===== src/ptm_pkg.sv =====
// ----------------------------------------------------------------------------
// ptm_pkg
// Shared constants, codes and types for the particle topology matcher.
// ----------------------------------------------------------------------------
package ptm_pkg;

  localparam int MAX_TOPOLOGIES = 16;
  localparam int NUM_TYPES      = 16;
  localparam int MAX_PARTICLES  = 31;

  localparam int TYPE_W = (NUM_TYPES > 1) ? $clog2(NUM_TYPES) : 1;
  localparam int TOPO_W = (MAX_TOPOLOGIES > 1) ? $clog2(MAX_TOPOLOGIES) : 1;
  localparam int CNT_W  = $clog2(MAX_PARTICLES + 1);
  localparam int ADDR_W = TOPO_W + TYPE_W;

  localparam logic [1:0] MODE_TOPO  = 2'd0;
  localparam logic [1:0] MODE_EXACT = 2'd1;
  localparam logic [1:0] MODE_INCL  = 2'd2;
  localparam logic [1:0] MODE_NONE  = 2'd3;

  localparam logic [1:0] ERR_NONE = 2'd0;
  localparam logic [1:0] ERR_FULL = 2'd1;
  localparam logic [1:0] ERR_OVF  = 2'd2;

  typedef logic [CNT_W-1:0]  cnt_t;
  typedef logic [TYPE_W-1:0] type_idx_t;
  typedef logic [TOPO_W-1:0] topo_idx_t;

  typedef struct packed {
    logic add;
    logic in_range;
    logic clr;
  } buf_ctl_t;

  function automatic logic type_in_range(input logic [3:0] code);
    type_in_range = (int'(code) < NUM_TYPES);
  endfunction

endpackage


===== src/ptm_count_buf.sv =====
// ----------------------------------------------------------------------------
// ptm_count_buf
// Per-type particle count buffer with saturating size and drop flag.
// ----------------------------------------------------------------------------
module ptm_count_buf (
  input  logic               clk,
  input  logic               rst,
  input  ptm_pkg::buf_ctl_t  ctl,
  input  ptm_pkg::type_idx_t addr,
  output ptm_pkg::cnt_t      rd_data,
  output ptm_pkg::cnt_t      size,
  output logic               ovf
);

  ptm_pkg::cnt_t counts [ptm_pkg::NUM_TYPES];
  logic          full;

  assign full    = (int'(size) >= ptm_pkg::MAX_PARTICLES);
  assign rd_data = counts[addr];

  always_ff @(posedge clk) begin
    if (rst || ctl.clr) begin
      for (int k = 0; k < ptm_pkg::NUM_TYPES; k++) begin
        counts[k] <= '0;
      end
      size <= '0;
      ovf  <= 1'b0;
    end else if (ctl.add) begin
      if (!ctl.in_range || full) begin
        ovf <= 1'b1;
      end else begin
        counts[addr] <= counts[addr] + ptm_pkg::cnt_t'(1);
        size         <= size + ptm_pkg::cnt_t'(1);
      end
    end
  end

endmodule


===== src/particle_topology_matcher.sv =====
// ----------------------------------------------------------------------------
// particle_topology_matcher
// Stores topologies as per-type counts and matches events against them.
// ----------------------------------------------------------------------------
// One input word is taken on a clock edge with start high and busy low.
// Mode 0 adds a particle to the topology being built, modes 1 and 2 add a
// particle to the current event; mode 3 is ignored.
// After a word without last, busy stays low.
// A word with last raises busy and gives one result, marked by done for
// a single cycle; the receiver cannot stall it.
//   Topology stored: the row is copied into the table one type per cycle,
//     then the answer step raises done.
//   Table full, or no topologies stored: the answer step follows directly.
//   Event match: the table is read one count per cycle through a single
//     compare unit, then a drain step and the answer step follow.
// Busy drops in the cycle done is shown, so a new word may be taken then.
// Reset empties the table and both count buffers; table rows above the
// stored total are never read, so the table itself is not cleared.
// ----------------------------------------------------------------------------
module particle_topology_matcher (
  input  logic       clk,
  input  logic       rst,
  input  logic       start,
  output logic       busy,
  input  logic [1:0] mode,
  input  logic [3:0] type_code,
  input  logic       last,
  input  logic       restrict_extra,
  input  logic [3:0] extra_type,
  output logic       done,
  output logic       kind,
  output logic       found,
  output logic [3:0] topo_index,
  output logic [4:0] particle_count,
  output logic [1:0] error
);

  localparam logic [2:0] S_IDLE   = 3'd0;
  localparam logic [2:0] S_COPY   = 3'd1;
  localparam logic [2:0] S_SCAN   = 3'd2;
  localparam logic [2:0] S_DRAIN  = 3'd3;
  localparam logic [2:0] S_ANSWER = 3'd4;

  localparam ptm_pkg::type_idx_t T_LAST = ptm_pkg::TYPE_W'(ptm_pkg::NUM_TYPES - 1);

  logic [2:0]                state;
  logic [ptm_pkg::TOPO_W:0]  total;
  ptm_pkg::topo_idx_t        row;
  ptm_pkg::type_idx_t        col;
  logic                      kind_q;
  logic                      full_q;
  logic                      found_q;
  ptm_pkg::topo_idx_t        idx_q;
  logic [1:0]                mode_q;
  logic                      restrict_q;
  logic [3:0]                extra_q;

  logic                      p_valid;
  ptm_pkg::topo_idx_t        p_row;
  ptm_pkg::type_idx_t        p_col;
  ptm_pkg::cnt_t             p_ev;
  logic                      row_ok;
  logic                      row_ok_next;
  logic                      step_ok;

  ptm_pkg::cnt_t             mem [2**ptm_pkg::ADDR_W];
  ptm_pkg::cnt_t             tp_rd;
  logic                      mem_we;

  logic                      accept;
  logic                      is_event;
  ptm_pkg::type_idx_t        buf_addr;
  ptm_pkg::buf_ctl_t         bld_ctl;
  ptm_pkg::buf_ctl_t         ev_ctl;
  ptm_pkg::cnt_t             bld_rd;
  ptm_pkg::cnt_t             bld_size;
  logic                      bld_ovf;
  ptm_pkg::cnt_t             ev_rd;
  ptm_pkg::cnt_t             ev_size;
  logic                      ev_ovf;
  logic                      last_row;

  assign busy     = (state != S_IDLE);
  assign accept   = start && !busy && (mode != ptm_pkg::MODE_NONE);
  assign is_event = (mode == ptm_pkg::MODE_EXACT) || (mode == ptm_pkg::MODE_INCL);
  assign buf_addr = busy ? col : ptm_pkg::TYPE_W'(type_code);
  assign last_row = ({1'b0, row} == total - (ptm_pkg::TOPO_W + 1)'(1));

  always_comb begin
    bld_ctl.add      = accept && (mode == ptm_pkg::MODE_TOPO);
    bld_ctl.in_range = ptm_pkg::type_in_range(type_code);
    bld_ctl.clr      = (state == S_ANSWER) && !kind_q;
    ev_ctl.add       = accept && is_event;
    ev_ctl.in_range  = ptm_pkg::type_in_range(type_code);
    ev_ctl.clr       = (state == S_ANSWER) && kind_q;
  end

  ptm_count_buf u_bld (
    .clk     (clk),
    .rst     (rst),
    .ctl     (bld_ctl),
    .addr    (buf_addr),
    .rd_data (bld_rd),
    .size    (bld_size),
    .ovf     (bld_ovf)
  );

  ptm_count_buf u_ev (
    .clk     (clk),
    .rst     (rst),
    .ctl     (ev_ctl),
    .addr    (buf_addr),
    .rd_data (ev_rd),
    .size    (ev_size),
    .ovf     (ev_ovf)
  );

  // topology table: one count per entry, row = topology, column = type
  assign mem_we = (state == S_COPY);

  always_ff @(posedge clk) begin
    if (mem_we) begin
      mem[{total[ptm_pkg::TOPO_W-1:0], col}] <= bld_rd;
    end
    tp_rd <= mem[{row, col}];
  end

  // shared compare unit
  always_comb begin
    if (mode_q == ptm_pkg::MODE_EXACT) begin
      step_ok = (p_ev == tp_rd);
    end else begin
      step_ok = (p_ev >= tp_rd) &&
                (!restrict_q || (int'(p_col) == int'(extra_q)) || (p_ev == tp_rd));
    end
    row_ok_next = ((p_col == '0) ? 1'b1 : row_ok) && step_ok;
  end

  always_ff @(posedge clk) begin
    p_valid <= (state == S_SCAN);
    p_row   <= row;
    p_col   <= col;
    p_ev    <= ev_rd;
    if (p_valid) begin
      row_ok <= row_ok_next;
      if ((p_col == T_LAST) && row_ok_next &&
          ((mode_q == ptm_pkg::MODE_EXACT) || !found_q)) begin
        found_q <= 1'b1;
        idx_q   <= p_row;
      end
    end

    if (rst) begin
      state <= S_IDLE;
      total <= '0;
      done  <= 1'b0;
    end else begin
      done <= 1'b0;
      case (state)
        S_IDLE: begin
          if (accept && last) begin
            kind_q     <= is_event;
            mode_q     <= mode;
            restrict_q <= restrict_extra;
            extra_q    <= extra_type;
            found_q    <= 1'b0;
            idx_q      <= '0;
            full_q     <= 1'b0;
            row        <= '0;
            col        <= '0;
            if (!is_event) begin
              if (int'(total) >= ptm_pkg::MAX_TOPOLOGIES) begin
                full_q <= 1'b1;
                state  <= S_ANSWER;
              end else begin
                state <= S_COPY;
              end
            end else if (total == '0) begin
              state <= S_ANSWER;
            end else begin
              state <= S_SCAN;
            end
          end
        end
        S_COPY: begin
          col <= col + ptm_pkg::TYPE_W'(1);
          if (col == T_LAST) begin
            found_q <= 1'b1;
            idx_q   <= total[ptm_pkg::TOPO_W-1:0];
            state   <= S_ANSWER;
          end
        end
        S_SCAN: begin
          col <= col + ptm_pkg::TYPE_W'(1);
          if (col == T_LAST) begin
            col <= '0;
            row <= row + ptm_pkg::TOPO_W'(1);
            if (last_row) begin
              state <= S_DRAIN;
            end
          end
        end
        S_DRAIN: begin
          state <= S_ANSWER;
        end
        S_ANSWER: begin
          done           <= 1'b1;
          kind           <= kind_q;
          found          <= found_q;
          topo_index     <= found_q ? 4'(idx_q) : 4'd0;
          particle_count <= kind_q ? 5'(ev_size) : 5'(bld_size);
          if (full_q) begin
            error <= ptm_pkg::ERR_FULL;
          end else if (kind_q ? ev_ovf : bld_ovf) begin
            error <= ptm_pkg::ERR_OVF;
          end else begin
            error <= ptm_pkg::ERR_NONE;
          end
          if (!kind_q && found_q) begin
            total <= total + (ptm_pkg::TOPO_W + 1)'(1);
          end
          state <= S_IDLE;
        end
        default: begin
          state <= S_IDLE;
        end
      endcase
    end
  end

  a_done_after_busy: assert property (@(posedge clk) disable iff (rst)
    done |-> $past(state == S_ANSWER))
    else $error("result without answer step");

  a_scan_nonempty: assert property (@(posedge clk) disable iff (rst)
    (state == S_SCAN) |-> (total != '0))
    else $error("scan over empty table");

  a_total_bound: assert property (@(posedge clk) disable iff (rst)
    int'(total) <= ptm_pkg::MAX_TOPOLOGIES)
    else $error("table total beyond capacity");

  a_miss_index: assert property (@(posedge clk) disable iff (rst)
    (done && !found) |-> (topo_index == 4'd0))
    else $error("index on a miss");

  a_full_not_found: assert property (@(posedge clk) disable iff (rst)
    (done && (error == ptm_pkg::ERR_FULL)) |-> (!found && !kind))
    else $error("full table reported as stored");

endmodule

===== config.mk =====
export PLATFORM = sky130hd
export DESIGN_NAME = particle_topology_matcher
export DESIGN_NICKNAME = d
export VERILOG_FILES = /design/src/ptm_pkg.sv /design/src/ptm_count_buf.sv /design/src/particle_topology_matcher.sv
export SDC_FILE = /design/constraint.sdc
export NUM_CORES = 2
export LEC_CHECK = 0
export BUFFER_PORTS_ARGS = -buffer_cell sky130_fd_sc_hd__buf_4
export CAP_MARGIN = 10
export CELL_PAD_IN_SITES_DETAIL_PLACEMENT = 0
export CELL_PAD_IN_SITES_GLOBAL_PLACEMENT = 1
export CORE_UTILIZATION = 55
export CTS_CLUSTER_DIAMETER = 120
export CTS_CLUSTER_SIZE = 10
export DETAILED_ROUTE_END_ITERATION = 6
export GPL_ROUTABILITY_DRIVEN = 0
export PLACE_DENSITY_LB_ADDON = 0.1
export SETUP_SLACK_MARGIN = 0.2
export SLEW_MARGIN = 20
export SYNTH_ARGS = -nofsm -noshare
export SYNTH_HDL_FRONTEND = slang
export SYNTH_HIERARCHICAL = 1
export SYNTH_SLANG_ARGS = --single-unit

===== constraint.sdc =====
create_clock -name clk -period 21.6 [get_ports clk]
set_input_delay 2.16 -clock clk [delete_from_list [all_inputs] [get_ports clk]]
set_output_delay 2.16 -clock clk [all_outputs]
set_load 0.005 [all_outputs]

## Yosys cells after proc, flatten, opt, wreduce, memory -nomap -nowiden

Memory sizes are Yosys's and may differ from the RTL's. A register that Yosys moved wholly into a read port is not among the register bits.
Index checks and enable logic that the tools add are counted.

| cells by class | value |
|---|---|
| add/subtract/negate cells | 8 |
| order comparisons | 4 |
| equal/unequal tests | 17 |
| mux-type cells | 53 |
| bitwise gates (word level) | 3 |
| reductions and logical operators | 41 |

Operators by type and width:

| kind | count |
|---|---|
| $mux W4 | 11 |
| $mux W1 | 26 |
| $add A5 B1 Y5 const B | 5 |
| $mux W3 | 7 |
| $pmux W4 S2 | 2 |
| $ge A5 B5 Y1 const B | 3 |
| $mux W5 | 3 |
| $logic_and A1 B1 Y1 | 12 |
| $pmux W3 S4 | 1 |
| $pmux W4 S3 | 1 |
| $reduce_and A2 Y1 | 6 |
| $reduce_or A5 Y1 | 2 |
| $add A4 B1 Y4 const B | 2 |
| $eq A4 B4 Y1 const B | 2 |
| $reduce_and A4 Y1 | 2 |
| $eq A3 B2 Y1 const B | 2 |
| $logic_or A1 B1 Y1 | 6 |
| $ne A2 B2 Y1 const B | 3 |
| $reduce_and A3 Y1 | 2 |
| $reduce_bool A3 Y1 | 2 |
| $eq A4 B5 Y1 | 1 |
| $eq A5 B5 Y1 | 1 |
| $ge A5 B5 Y1 | 1 |
| $logic_not A5 Y1 | 1 |
| 15 further kinds | 22 |

| word-level totals | value |
|---|---|
| register bits | 71 |
| memory bits (writable) | 1440 |
| input port bits | 15 |
| output and inout port bits | 15 |
| word-level logic and storage cells | 155 |
| memories | 3 |

Memories:

| name | words | width | read ports | clocked after memory_dff | write ports | RTL line | RTL |
|---|---|---|---|---|---|---|---|
| mem | 256 | 5 | 1 | 1 | 1 | particle_topology_matcher.sv:66 | `ptm_pkg::cnt_t mem [2**ptm_pkg::ADDR_W];` |
| u_bld.counts | 16 | 5 | 1 | 0 | 16 | ptm_count_buf.sv:15 | `ptm_pkg::cnt_t counts [ptm_pkg::NUM_TYPES];` |
| u_ev.counts | 16 | 5 | 1 | 0 | 16 | ptm_count_buf.sv:15 |  |

## Depth between registers and ports, before layout

| depth | value |
|---|---|
| depth after elaboration | 13 |
| mapped depth | 16 |
| depth with buffers taken out | 9 |

## Cells and area by module

The synthesis kept the hierarchy.

By module, submodules not included:

| module | instances | cells each | area an instance (um2) | sequential area each (um2) |
|---|---|---|---|---|
| particle_topology_matcher | 1 | 2710 | 52894.5 | 40028.4 |
| ptm_count_buf | 2 | 303 | 4100.2 | 2522.4 |

## Worst setup path after synthesis

OpenSTA, ideal clock, no wires.

| timing | value |
|---|---|
| kind | input-to-reg |
| start point | input port type_code[0] |
| end point | memory u_bld/counts[12][4] (netlist name), data pin |
| library setup time | 0.264 ns |
| data arrival time | 8.491 ns |
| required time | 21.336 ns |
| slack | 12.845 ns |
| cell stages on the path | 10 |
| path buffers | 3 |
| path through | nand2_1 o21ai_0 buf_6 mux4_2 mux4_2 buf_1 ha_1 a31o_2 buf_2 a21oi_1 |

RTL lines:

| what | RTL line | RTL |
|---|---|---|
| from (decl) | particle_topology_matcher.sv:26 | `input logic [3:0] type_code,` |
| to (decl) | ptm_count_buf.sv:15 |  |

## Worst setup path in the final report

| timing | value |
|---|---|
| start point | input port type_code[0] |
| end point | memory mem[47][0] (netlist name), data pin |

| between the ends | value |
|---|---|
| longest elaborated chain between the ends | 2 |

Ends and longest elaborated chain:

| what | RTL line | RTL |
|---|---|---|
| $mux W4 | particle_topology_matcher.sv:86 | `assign buf_addr = busy ? col : ptm_pkg::TYPE_W'(type_code);` |
| via buf_addr[0] | particle_topology_matcher.sv:72 | `ptm_pkg::type_idx_t buf_addr;` |
| $mem_v2 Z16 W5 | n/a |  |
| via bld_rd[0] | particle_topology_matcher.sv:75 | `ptm_pkg::cnt_t bld_rd;` |
| to (decl) | particle_topology_matcher.sv:66 |  |

The timed path passes the listed nets, and every way through them passes these cells.

==> flow_summary_export.csv <==
group,metric,value,unit
clock_tree,cts_setup_buffers,0,
drt,vias,32300,
worst_setup_path,crit_type,"input pin to register",
clock_tree,tritoncts,"yes",
synth,synth_area,61100,um^2
power,clkPwrFrac,0.390,
clock_tree,cts.repair.resized,0,
clock_tree,cts_root_buf,"clkbuf_16",
clock_tree,cts_made_buffers,169,
synth,ys_ff_latch,1516,
clock_tree,insertion_delay,0.77,ns
drt,ant_nets,0,
drt,via_per_inst,6.62,
clock_tree,clk_pin_slew,0.06,ns
worst_setup_path,start_kind,"input pin",
power,p_int,0.00501,W
worst_setup_path,cp_common_cell,"buf_4",
drt,wirelength,157000,um
clock_tree,hold_buffers,0,
power,power_frac_comb,0.079,
final_layout,layout_commonest_cell,"edfxtp_1",
final_layout,drive_above_1_share,0.197,
final_layout,post-route-util,0.615,
worst_setup_path,slowest_delay,0.93,ns
global_route,grt_pass1_vias,32600,
sta,fmax,0.167,GHz
run,cap_violations,0,
placed_design,portBuffers,29,
status,outcome,"finished, final reports clean",
worst_setup_path,critPathMaxFanout,105,
worst_setup_path,endpoint_kind,"register",
drt,wire_per_inst,32.1,um
floorplan,core,109000,um^2
worst_setup_path,crit_required,21.99,ns
sta,finalCritPeriodShare,0.278,
synth,yosysWarnings,6,
placed_design,hpwl,93400,um
floorplan,die_w,335,um
synth,yosys.cell_types.count,79,
worst_setup_path,crit_chain,"buf_4, nand2_1, o21ai_4, buf_4, mux4_2, mux4_4, buf_4, buf_4",
synth,yosysTopAreaCellShare,0.723,
power,finalPower,0.00649,W
sta,finalSetupViolCount,0,
global_route,antenna_found_initial,1,
hold_path,hold_class,"register to register",
global_route,grtUsageTotal,0.284,
final_layout,mostFrequentLayoutCells,"1471 x edfxtp_1, 414 x nor2_1, 316 x mux4_2",
floorplan,start_util,0.558,
power,power_density,96.4,nW/um^2
synth,syn_inst,3316,
clock_tree,cts_buffer_depth,3,
global_route,grt_pass1_wl,228000,um
drt,drc_errors,0,
final_layout,area_growth,10.2,%
sta,fin_crit,6.00,ns
final_layout,final_nets,3407,
floorplan,io_pins,30,
synth,synth-seq-area-share,0.738,
floorplan,die_y,335,um
synth,synth_flop_cell,"edfxtp_1",
sta,finalMaxSlewViolations,0,
clock_tree,numClockSinks,1516,
power,power_switching,0.00148,W
drt,first_pass_iters,7,
sta,rsz0062_at_grt,"false",
power,ir_drop,0.0693,mV
floorplan,design.die.area,112000,um^2
worst_setup_path,critPathSlowestCell,"buf_4",
synth,syn_area_per_cell,18.4,um^2
worst_setup_path,worstPathArrival,6.39,ns
global_route,grt_overflow_total,0,
sta,hold_viol_final,0,
clock_tree,h-tree-depth,4,
sta,clock_skew,0.0338,ns
worst_setup_path,crit_family,"buffers and inverters",
synth,synth.area.top_cells,"edfxtp_1 72%, mux4_2 12%, nor2_1 2.5%, mux2i_1 2.2%, dfxtp_1 1.5%",
worst_setup_path,cp_num_buf_inv,4,
synth,synth_area_leader_cell,"edfxtp_1",
synth,postSynth.asyncResetShare,0,
power,switching_share,0.228,
power,seqPwrFrac,0.531,
power,power_leakage,21.6,nW
synth,synth_edf_count,1471,
sta,relSlewSlack,0.245,
sta,tns,0,ns
sta,worst_pin_slew,1.13,ns
floorplan,std_cell_rows,121,
global_route,grt_max_degree,165,
drt,detailedRoute.firstIterationViolations,3802,
final cells by class:
type | count | area, um^2
fill | 7765 | 42200
sequential | 1516 | 45100
timing repair buffer | 82 | 702
inverter | 28 | 114
tap | 1476 | 1850
antenna | 1 | 2.50
multi-input combinational | 1572 | 14900
clock buffer | 205 | 4510
clock inverter | 8 | 110
Yosys cell counts, types with 15 or more instances:
cell and count:
a21oi_2 20, nor2_1 415, mux4_2 318, nand3_1 37, nor3_1 22, a21oi_1 79
a221oi_1 30, buf_2 55, mux2_2 17, o21ai_0 38, nand2_1 158, a22oi_1 30
mux2i_1 133, buf_4 29, inv_1 21, ha_1 23, clkbuf_1 89, edfxtp_1 1471
nor2b_1 18, dfxtp_1 45, o22ai_1 15
final timing paths:
path | cells after the start | endpoint | from | slack [ns]
worst max register to register | 7 | mem[47][0] | col[0] | 15.68
worst min-delay path | 0 | error[0] | full_q | 0.47
worst min register to register | 0 | error[0] | full_q | 0.47
worst max-delay path | 8 | mem[47][0] | type_code[0] | 15.60
flip-flops by register name, summed over array words and instances, names as in the netlist, 3 cells and up:
signal          cells
topo_index          4
p_ev                5
state               3
mem              1280
u_ev/size           5
row                 4
particle_count      5
extra_q             4
p_col               4
p_row               4
idx_q               4
tp_rd               5
total               5
u_bld/size          5
u_ev/counts        80
col                 4
u_bld/counts       80
cells by family (layout without fill, tap and decap cells):
family | Yosys count | in the layout | share of synthesized area
other cells | 1 | 3 | 0.0000614
mux | 476 | 476 | 0.146
simple gates | 730 | 730 | 0.0514
flops | 1516 | 1516 | 0.738
xor+xnor | 24 | 24 | 0.00369
buf+inv | 229 | 323 | 0.0197
compound gates | 317 | 317 | 0.0372
fa+ha+maj | 23 | 23 | 0.00471
power groups by stage:
stage | clock, W | sequential [W] | combinational (W)
5_1_grt | 0.00266 | 0.00345 | 0.000551
6_report | 0.00253 | 0.00345 | 0.000514
3_5_place_dp | 0 | 0.00351 | 0.000512
3_3_place_gp | 0 | 0.00351 | 0.000485
2_1_floorplan | 0 | 0.00353 | 0.000318
4_1_cts | 0.00256 | 0.00345 | 0.000513
layer usage:
layer  track usage  up-vias  part of all wire
li1              -    13400                 -
met4        0.0958        0             0.032
met1         0.418    17000              0.40
met3        0.0523      300             0.096
met2         0.433     1734              0.47
met5             0        -                 0
through the flow:
step           worst slack (ns)  hold WS [ns]  instances  cell area (um^2)
6_report                  15.60         0.467       4888             67300
5_1_grt                   15.22         0.475       4887             67300
4_1_cts                   15.57         0.469       4886             67300
3_5_place_dp              14.75         0.456       4673             62600
3_3_place_gp              15.04         0.449       4673             62600
2_1_floorplan             12.84         0.346       3317             61100
Power figures use the tool's default switching activity.
